===== src/sv/calendar_clock_counter_macros.svh =====
// ----------------------------------------------------------------------------
// Calendar clock counter assertion macros
// Concurrent assertion wrappers, compiled out when SYNTH is defined.
// ----------------------------------------------------------------------------
`ifndef CALENDAR_CLOCK_COUNTER_MACROS_SVH
`define CALENDAR_CLOCK_COUNTER_MACROS_SVH

`ifndef SYNTH
`define CAL_ASSERT_IMP(lbl, clk, rst, ante, cons) \
   lbl: assert property (@(posedge clk) disable iff (rst) (ante) |-> (cons)) \
      else $error("calendar clock counter assertion failed");
`define CAL_ASSERT_NXT(lbl, clk, rst, ante, cons) \
   lbl: assert property (@(posedge clk) disable iff (rst) (ante) |=> (cons)) \
      else $error("calendar clock counter assertion failed");
`else
`define CAL_ASSERT_IMP(lbl, clk, rst, ante, cons)
`define CAL_ASSERT_NXT(lbl, clk, rst, ante, cons)
`endif

`endif


===== src/sv/cal_pkg.sv =====
// ----------------------------------------------------------------------------
// Calendar clock counter package
// Item types, command and error codes, calendar constants.
// ----------------------------------------------------------------------------
package cal_pkg;

   typedef enum logic [1:0] {
      CMD_TICK     = 2'd0,
      CMD_SET_TIME = 2'd1,
      CMD_SET_DATE = 2'd2
   } cmd_type;

   typedef enum logic [2:0] {
      ERR_OK     = 3'd0,
      ERR_YEAR   = 3'd1,
      ERR_MONTH  = 3'd2,
      ERR_DAY    = 3'd3,
      ERR_HOUR   = 3'd4,
      ERR_MINUTE = 3'd5,
      ERR_SECOND = 3'd6
   } err_type;

   typedef struct packed {
      logic [1:0]  cmd;
      logic [4:0]  new_hour;
      logic [5:0]  new_minute;
      logic [5:0]  new_second;
      logic [3:0]  new_month;
      logic [4:0]  new_day;
      logic [15:0] new_year;
   } req_type;

   typedef struct packed {
      logic [5:0]  cur_second;
      logic [5:0]  cur_minute;
      logic [4:0]  cur_hour;
      logic [4:0]  cur_day;
      logic [3:0]  cur_month;
      logic [15:0] cur_year;
      logic [3:0]  hour_twelve;
      logic        is_pm;
      logic [2:0]  error_code;
   } rsp_type;

   typedef struct packed {
      logic [5:0] second;
      logic [5:0] minute;
      logic [4:0] hour;
      logic [4:0] day;
      logic [3:0] month;
   } cal_time_type;

   localparam logic [5:0]  SEC_MAX   = 6'd59;
   localparam logic [5:0]  MIN_MAX   = 6'd59;
   localparam logic [4:0]  HOUR_MAX  = 5'd23;
   localparam logic [4:0]  NOON      = 5'd12;
   localparam logic [3:0]  MONTH_MAX = 4'd12;
   localparam logic [3:0]  FEBRUARY  = 4'd2;
   localparam logic [15:0] RST_YEAR  = 16'd2000;

   // multiplicative inverse of 25 modulo 2^32
   localparam logic [31:0] INV25 = 32'hC28F5C29;

   function automatic logic [4:0] month_days(input logic [3:0] m, input logic leap);
      logic [4:0] n;
      unique case (m) inside
         4'd1, 4'd3, 4'd5, 4'd7, 4'd8, 4'd10, 4'd12: n = 5'd31;
         4'd4, 4'd6, 4'd9, 4'd11:                    n = 5'd30;
         FEBRUARY:                                   n = leap ? 5'd29 : 5'd28;
         default:                                    n = 5'd0;
      endcase
      return n;
   endfunction

endpackage


===== src/sv/cal_leap.sv =====
// ----------------------------------------------------------------------------
// Gregorian leap year detect
// Divisibility by 25 via modular inverse multiply; 4 and 16 by low bits.
// ----------------------------------------------------------------------------
module cal_leap #(
   parameter int W = 16
) (
   input  logic [W-1:0] year,
   output logic         leap
);
   import cal_pkg::*;

   localparam logic [W-1:0] INV      = INV25[W-1:0];
   localparam logic [W-1:0] ALL_ONES = '1;
   localparam logic [W-1:0] LIMIT    = ALL_ONES / W'(25);

   logic [W-1:0] prod;
   logic         div25;

   assign prod  = year * INV;
   assign div25 = (prod <= LIMIT);
   assign leap  = (year[1:0] == 2'b00 && !div25) || (year[3:0] == 4'b0000 && div25);

endmodule


===== src/sv/cal_step.sv =====
// ----------------------------------------------------------------------------
// Calendar step logic
// Next clock/date state and result item for one command.
// ----------------------------------------------------------------------------
module cal_step #(
   parameter int YEAR_WIDTH = 16
) (
   input  cal_pkg::req_type       req,
   input  cal_pkg::cal_time_type  cur,
   input  logic [YEAR_WIDTH-1:0]  cur_year,
   output cal_pkg::cal_time_type  nxt,
   output logic [YEAR_WIDTH-1:0]  nxt_year,
   output cal_pkg::rsp_type       rsp
);
   import cal_pkg::*;

   localparam logic [YEAR_WIDTH-1:0] YEAR_MAX = '1;

   logic       leap_cur;
   logic       leap_new;
   logic [4:0] days_cur;
   logic [4:0] days_new;
   logic       year_bad;
   err_type    err;
   logic [3:0] h12;

   cal_leap #(.W(YEAR_WIDTH)) u_leap_cur (.year(cur_year), .leap(leap_cur));
   cal_leap #(.W(16))         u_leap_new (.year(req.new_year), .leap(leap_new));

   assign days_cur = month_days(cur.month, leap_cur);
   assign days_new = month_days(req.new_month, leap_new);
   assign year_bad = (req.new_year == 16'd0) || ((req.new_year >> YEAR_WIDTH) != 16'd0);

   always_comb begin
      nxt      = cur;
      nxt_year = cur_year;
      err      = ERR_OK;
      case (req.cmd)
         CMD_TICK: begin
            if (cur.second >= SEC_MAX) begin
               nxt.second = '0;
               if (cur.minute >= MIN_MAX) begin
                  nxt.minute = '0;
                  if (cur.hour >= HOUR_MAX) begin
                     nxt.hour = '0;
                     if (cur.day >= days_cur) begin
                        nxt.day = 5'd1;
                        if (cur.month >= MONTH_MAX) begin
                           nxt.month = 4'd1;
                           if (cur_year != YEAR_MAX) begin
                              nxt_year = cur_year + YEAR_WIDTH'(1);
                           end
                        end else begin
                           nxt.month = cur.month + 4'd1;
                        end
                     end else begin
                        nxt.day = cur.day + 5'd1;
                     end
                  end else begin
                     nxt.hour = cur.hour + 5'd1;
                  end
               end else begin
                  nxt.minute = cur.minute + 6'd1;
               end
            end else begin
               nxt.second = cur.second + 6'd1;
            end
         end
         CMD_SET_TIME: begin
            if (req.new_hour > HOUR_MAX) begin
               err = ERR_HOUR;
            end else if (req.new_minute > MIN_MAX) begin
               err = ERR_MINUTE;
            end else if (req.new_second > SEC_MAX) begin
               err = ERR_SECOND;
            end else begin
               nxt.hour   = req.new_hour;
               nxt.minute = req.new_minute;
               nxt.second = req.new_second;
            end
         end
         CMD_SET_DATE: begin
            if (year_bad) begin
               err = ERR_YEAR;
            end else if (req.new_month == 4'd0 || req.new_month > MONTH_MAX) begin
               err = ERR_MONTH;
            end else if (req.new_day == 5'd0 || req.new_day > days_new) begin
               err = ERR_DAY;
            end else begin
               nxt_year  = YEAR_WIDTH'(req.new_year);
               nxt.month = req.new_month;
               nxt.day   = req.new_day;
            end
         end
         default: begin
         end
      endcase
   end

   always_comb begin
      if (nxt.hour == 5'd0) begin
         h12 = 4'd12;
      end else if (nxt.hour > NOON) begin
         h12 = 4'(nxt.hour - NOON);
      end else begin
         h12 = nxt.hour[3:0];
      end
   end

   assign rsp.cur_second  = nxt.second;
   assign rsp.cur_minute  = nxt.minute;
   assign rsp.cur_hour    = nxt.hour;
   assign rsp.cur_day     = nxt.day;
   assign rsp.cur_month   = nxt.month;
   assign rsp.cur_year    = 16'(nxt_year);
   assign rsp.hour_twelve = h12;
   assign rsp.is_pm       = (nxt.hour >= NOON);
   assign rsp.error_code  = err;

endmodule


===== src/sv/calendar_clock_counter.sv =====
// Flow: an accepted item is held in the input register, and its result is written to the
// result register when the item advances, that is when the result register is empty or not stalled.
// Throughput: one item per cycle while rsp_stall does not hold the result; the limit is the
// combinational next-state path through the leap-year multiply and day-of-month compare.
// Reset (synchronous, active high) sets 00:00:00, January 1, 2000 and empties
// both stages.
// ----------------------------------------------------------------------------
// Calendar clock counter
// Real-time clock/calendar with tick, set-time and set-date items.
// ----------------------------------------------------------------------------
`include "calendar_clock_counter_macros.svh"

module calendar_clock_counter #(
   parameter int YEAR_WIDTH = 16
) (
   input  logic             clock,
   input  logic             reset,
   input  logic             req_valid,
   output logic             req_stall,
   input  cal_pkg::req_type req_item,
   output logic             rsp_valid,
   input  logic             rsp_stall,
   output cal_pkg::rsp_type rsp_item
);
   import cal_pkg::*;

   logic                  in_valid_ff, in_valid_in;
   req_type               in_item_ff;
   logic                  out_valid_ff, out_valid_in;
   rsp_type               out_item_ff;
   cal_time_type          clk_ff, clk_in;
   logic [YEAR_WIDTH-1:0] year_ff, year_in;
   rsp_type               step_rsp;
   logic                  advance;
   logic                  accept;

   cal_step #(.YEAR_WIDTH(YEAR_WIDTH)) u_step (
      .req      (in_item_ff),
      .cur      (clk_ff),
      .cur_year (year_ff),
      .nxt      (clk_in),
      .nxt_year (year_in),
      .rsp      (step_rsp)
   );

   assign advance   = in_valid_ff && !(out_valid_ff && rsp_stall);
   assign req_stall = in_valid_ff && !advance;
   assign accept    = req_valid && !req_stall;

   assign in_valid_in  = accept || (in_valid_ff && !advance);
   assign out_valid_in = advance || (out_valid_ff && rsp_stall);

   always_ff @(posedge clock) begin
      if (reset) begin
         in_valid_ff  <= 1'b0;
         out_valid_ff <= 1'b0;
         clk_ff       <= '{second: 6'd0, minute: 6'd0, hour: 5'd0, day: 5'd1, month: 4'd1};
         year_ff      <= YEAR_WIDTH'(RST_YEAR);
      end else begin
         in_valid_ff  <= in_valid_in;
         out_valid_ff <= out_valid_in;
         if (advance) begin
            clk_ff  <= clk_in;
            year_ff <= year_in;
         end
      end
   end

   always_ff @(posedge clock) begin
      if (accept) begin
         in_item_ff <= req_item;
      end
      if (advance) begin
         out_item_ff <= step_rsp;
      end
   end

   assign rsp_valid = out_valid_ff;
   assign rsp_item  = out_item_ff;

   `CAL_ASSERT_IMP(a_rsp_tracks_state, clock, reset, out_valid_ff, out_item_ff.cur_second == clk_ff.second && out_item_ff.cur_day == clk_ff.day && out_item_ff.cur_month == clk_ff.month)
   `CAL_ASSERT_NXT(a_idle_holds_state, clock, reset, !advance, $stable(clk_ff) && $stable(year_ff))
   `CAL_ASSERT_NXT(a_error_holds_state, clock, reset, advance && step_rsp.error_code != ERR_OK, $stable(clk_ff) && $stable(year_ff))
   `CAL_ASSERT_NXT(a_tick_counts_second, clock, reset, advance && in_item_ff.cmd == CMD_TICK && clk_ff.second != SEC_MAX, clk_ff.second == $past(clk_ff.second) + 6'd1)

endmodule

===== config.mk =====
export PLATFORM = sky130hd
export DESIGN_NAME = calendar_clock_counter
export DESIGN_NICKNAME = d
export VERILOG_FILES = /design/src/sv/cal_pkg.sv /design/src/sv/cal_leap.sv /design/src/sv/cal_step.sv /design/src/sv/calendar_clock_counter.sv
export VERILOG_INCLUDE_DIRS = /design/src /design/src/sv
export SDC_FILE = /design/constraint.sdc
export NUM_CORES = 1
export LEC_CHECK = 0
export BUFFER_PORTS_ARGS = -buffer_cell sky130_fd_sc_hd__buf_2
export CAP_MARGIN = 0
export CORE_MARGIN = 4
export CORE_UTILIZATION = 55
export CTS_CLUSTER_SIZE = 28
export DETAILED_ROUTE_END_ITERATION = 8
export PLACE_DENSITY = 0.71
export RECOVER_POWER = 100
export SLEW_MARGIN = 25
export SYNTH_ARGS = -nofsm -noshare
export SYNTH_HDL_FRONTEND = slang
export SYNTH_SLANG_ARGS = --single-unit

===== constraint.sdc =====
create_clock -name clock -period 7.9 [get_ports clock]
set_input_delay 0.395 -clock clock [delete_from_list [all_inputs] [get_ports clock]]
set_output_delay 0.395 -clock clock [all_outputs]
set_load 0.02 [all_outputs]

==> flow_metrics.env <==
export IMPL_outcome="finished with violations"
export IMPL_violations="max-capacitance violations, max-slew violations"
export IMPL_clkLatencyLatePin_ns=0.42
export IMPL_cts_hold_buf=0
export IMPL_grt_pass1_vias=7734
export IMPL_start_util_pct=56.5
export IMPL_tightest_slew_ns=3.23
export IMPL_grt_pass1_wl_um=39700
export IMPL_clkSinkCount=138
export IMPL_dr_total_vias=8028
export IMPL_synth_edff_count=94
export IMPL_die_h_um=145
export IMPL_cp_end_kind="flip-flop"
export IMPL_hold_class="input port to flip-flop"
export IMPL_numPortBuffers=99
export IMPL_top_usage_layer="met2"
export IMPL_grt_max_degree=66
export IMPL_hold_viol=0
export IMPL_clk_pin_slew_ns=0.07
export IMPL_arrival_ns=7.58
export IMPL_hpwl_um=18400
export IMPL_areaGrowthSynthToFinish_pct=10.9
export IMPL_drc=0
export IMPL_postRouteAntennaNets=0
export IMPL_synth_main_ff_cell="edfxtp_1"
export IMPL_nets=1335
export IMPL_n_antenna_cell=0
export IMPL_rrSetupSlack_ns=0.62
export IMPL_cts_buffer_depth=2
export IMPL_fin_tns_setup_ns=0
export IMPL_endpoint="year_ff[13]$_SDFFE_PP0P_"
export IMPL_synth_seq_area_share_pct=36.0
export IMPL_slew_headroom_pct=-116
export IMPL_gr_total_overflow=0
export IMPL_cts_max_level=4
export IMPL_path_class="flip-flop to flip-flop"
export IMPL_powerDensity_mw_per_mm2=208
export IMPL_period_share_pct=92.1
export IMPL_dieArea_mm2=0.0210
export IMPL_setup_violations=0
export IMPL_cp_max_fo=13
export IMPL_ys_warnings_count=0
export IMPL_core_area_mm2=0.0182
export IMPL_cts_resized=0
export IMPL_antenna_found_initial=0
export IMPL_drt_initial_drc_count=593
export IMPL_post_cts_buffers=0
export IMPL_cp_required_ns=8.20
export IMPL_netlist_area_mm2=0.0103
export IMPL_synth_avg_cell_area_um2=10.2
export IMPL_r2r_start="in_item_ff[8]$_DFFE_PP_"
export IMPL_synthArstFlopShare_pct=0
export IMPL_peakVddDrop_uv=177
export IMPL_use_met3_pct=4.07
export IMPL_met2_usage_pct=37.5
export IMPL_p_leak_nw=5.00
export IMPL_rows=49
export IMPL_gp_congestion=0.894
export IMPL_worstSetupStartpointType="flip-flop"
export IMPL_synthCells=1010
export IMPL_via_per_inst=5.98
export IMPL_grtUsageMet1_pct=35.1
export IMPL_wirelength_um=24800
export IMPL_fin_util_pct=62.7
export IMPL_die_w_um=145
export IMPL_ys_seq_elements=138
export IMPL_timing_reg2reg_worst_path_depth=27
export IMPL_period_needed_ns=7.28
export IMPL_cts_tree="yes"
export IMPL_clock_skew_ns=0.0153
export IMPL_drive_gt1_share_pct=9.25
export IMPL_cap_violations=5
export IMPL_critPathLaunch="in_item_ff[8]$_DFFE_PP_"
export IMPL_pin_count=100
export IMPL_slew_viol_final=226
export IMPL_ys_types=79
export IMPL_r2r_end="year_ff[13]$_SDFFE_PP0P_"
export IMPL_track_usage_pct=24.1
export IMPL_firstDrtPassIters=6
export IMPL_rsz0062_at_grt="no"
export IMPL_wl_per_cell_um=18.5
export IMPL_root_buffer="clkbuf_16"
export IMPL_cts_buffers=17
export IMPL_synth_nets=1245
export IMPL_nFillCells=1567
export IMPL_fmax_ghz=0.137
## state kept, by name, indices dropped and copies added (netlist names)
name / cells
rsp_item: 50
in_item_ff: 44
clk_ff: 26
year_ff: 16
in_valid_ff: 1
rsp_valid: 1
## worst min-delay path by stage
| stage | from | to | depth (start not counted) |
|---|---|---|---|
| after floorplan | in_valid_ff$_SDFF_PP0_ | rsp_valid$_SDFF_PP0_ | 2 |
| final | req_item[33] | in_item_ff[33]$_DFFE_PP_ | 1 |
| after global placement | in_valid_ff$_SDFF_PP0_ | rsp_valid$_SDFF_PP0_ | 2 |
| after detailed placement | in_valid_ff$_SDFF_PP0_ | rsp_valid$_SDFF_PP0_ | 2 |
| after CTS | req_item[33] | in_item_ff[33]$_DFFE_PP_ | 1 |
| after global routing | req_item[36] | in_item_ff[36]$_DFFE_PP_ | 1 |
## routing by layer
layer	share of wire, %	wire length, µm
met5	0	0
met4	1.6	402
met2	45	11200
met1	45	11200
met3	7.9	1950
## logic make-up (layout without fill, tap and decap cells)
| logic type | count (synthesis) | count (layout) | share of synthesized area, % |
|---|---|---|---|
| DFF | 138 | 138 | 36.0 |
| xor gates and xnor gates | 36 | 36 | 3.06 |
| adders and majority gates | 187 | 187 | 25.4 |
| buffers and inverters | 156 | 259 | 6.10 |
| and+or+nand+nor | 267 | 267 | 12.8 |
| muxes | 20 | 20 | 2.03 |
| AOI/OAI and AO/OA | 206 | 206 | 14.7 |
## worst max-delay path, cell delays in order, from the launching register on
cell and delay (ns):
edfxtp_1 0.55, ha_1 0.35, inv_1 0.05, fa_1 0.49, inv_1 0.05, ha_1 0.29, ha_1 0.31, fa_1 0.50
ha_1 0.31, ha_1 0.33, o21a_1 0.12, o31a_1 0.12, nor3_1 0.23, o21bai_1 0.12, a21oi_1 0.19, xnor2_1 0.10
o311a_1 0.37, o31a_1 0.25, ha_1 0.17, nor2b_1 0.11, o21a_1 0.11, o21ai_0 0.07, a21oi_1 0.43, nor3_2 0.09
clkbuf_1 0.33, nor2_2 0.58, a22oi_1 0.22, a311oi_1 0.31
## per-stage QoR
stage               cells  hold slack (ns)  area [µm²]  setup WS, ns  power (W)
finish               1342            0.139       11400         0.622    0.00238
global route         1342            0.120       11400         0.305    0.00253
CTS                  1341            0.130       11500         0.946    0.00239
detailed placement   1309            0.484       11000          1.02    0.00162
global placement     1309            0.488       11000          1.06    0.00159
floorplan            1010            0.451       10300          1.49    0.00144
## report_power, final
part	leakage, nW	switching (W)	total [W]	internal [W]
combinational	3.46	0.000416	0.000736	0.000321
clock	0.282	0.000357	0.000778	0.000421
sequential	1.26	0.0000433	0.000864	0.000821
total	5.00	0.000816	0.00238	0.00156
## Yosys cell counts (8+ instances only)
library cell | instances | area share, %
xnor2_1 | 29 | 2.5
ha_1 | 151 | 18
o21ai_0 | 32 | 1.6
mux2i_1 | 13 | 1.3
a221o_1 | 15 | 1.5
o21a_1 | 8 | 0.58
a21o_1 | 19 | 1.4
nor2_1 | 78 | 2.8
nand3_1 | 28 | 1.4
dfxtp_1 | 44 | 8.6
a31oi_1 | 15 | 0.91
o211ai_1 | 12 | 0.88
nand2_1 | 71 | 2.6
inv_1 | 118 | 4.3
nor3_1 | 21 | 1.0
edfxtp_1 | 94 | 27
nor2b_1 | 8 | 0.49
a211oi_1 | 12 | 0.88
fa_1 | 36 | 7.0
nand4_1 | 18 | 1.1
clkbuf_1 | 17 | 0.62
a21oi_1 | 25 | 1.2
## cell type report
class	instances	area, µm²	area share [%]
inverter	120	452	3.96
tap	229	287	2.51
clock buffer	17	425	3.73
multi-input combinational	716	5940	52.0
timing repair buffer	107	463	4.05
clock inverter	15	146	1.28
sequential	138	3700	32.4
## cell usage in the layout (no fill, tap or decap), types with 6 or more instances in the layout
master,Yosys,routed
a211oi_1,12,12
a21o_1,19,19
a21oi_1,25,25
a221o_1,15,15
a222oi_1,6,6
a311oi_1,7,7
a31oi_1,15,15
buf_2,6,46
clkbuf_1,17,60
clkbuf_16,0,17
dfxtp_1,44,44
edfxtp_1,94,94
fa_1,36,36
ha_1,151,151
inv_1,118,118
inv_6,0,6
mux2_2,7,7
mux2i_1,13,13
nand2_1,71,71
nand3_1,28,29
nand4_1,18,19
nor2_1,78,78
nor2b_1,8,7
nor3_1,21,22
o211ai_1,12,12
o21a_1,8,8
o21ai_0,32,32
o22ai_1,6,6
xnor2_1,29,29
xor2_1,7,7
No activity file was read; power rests on OpenSTA's default activity.
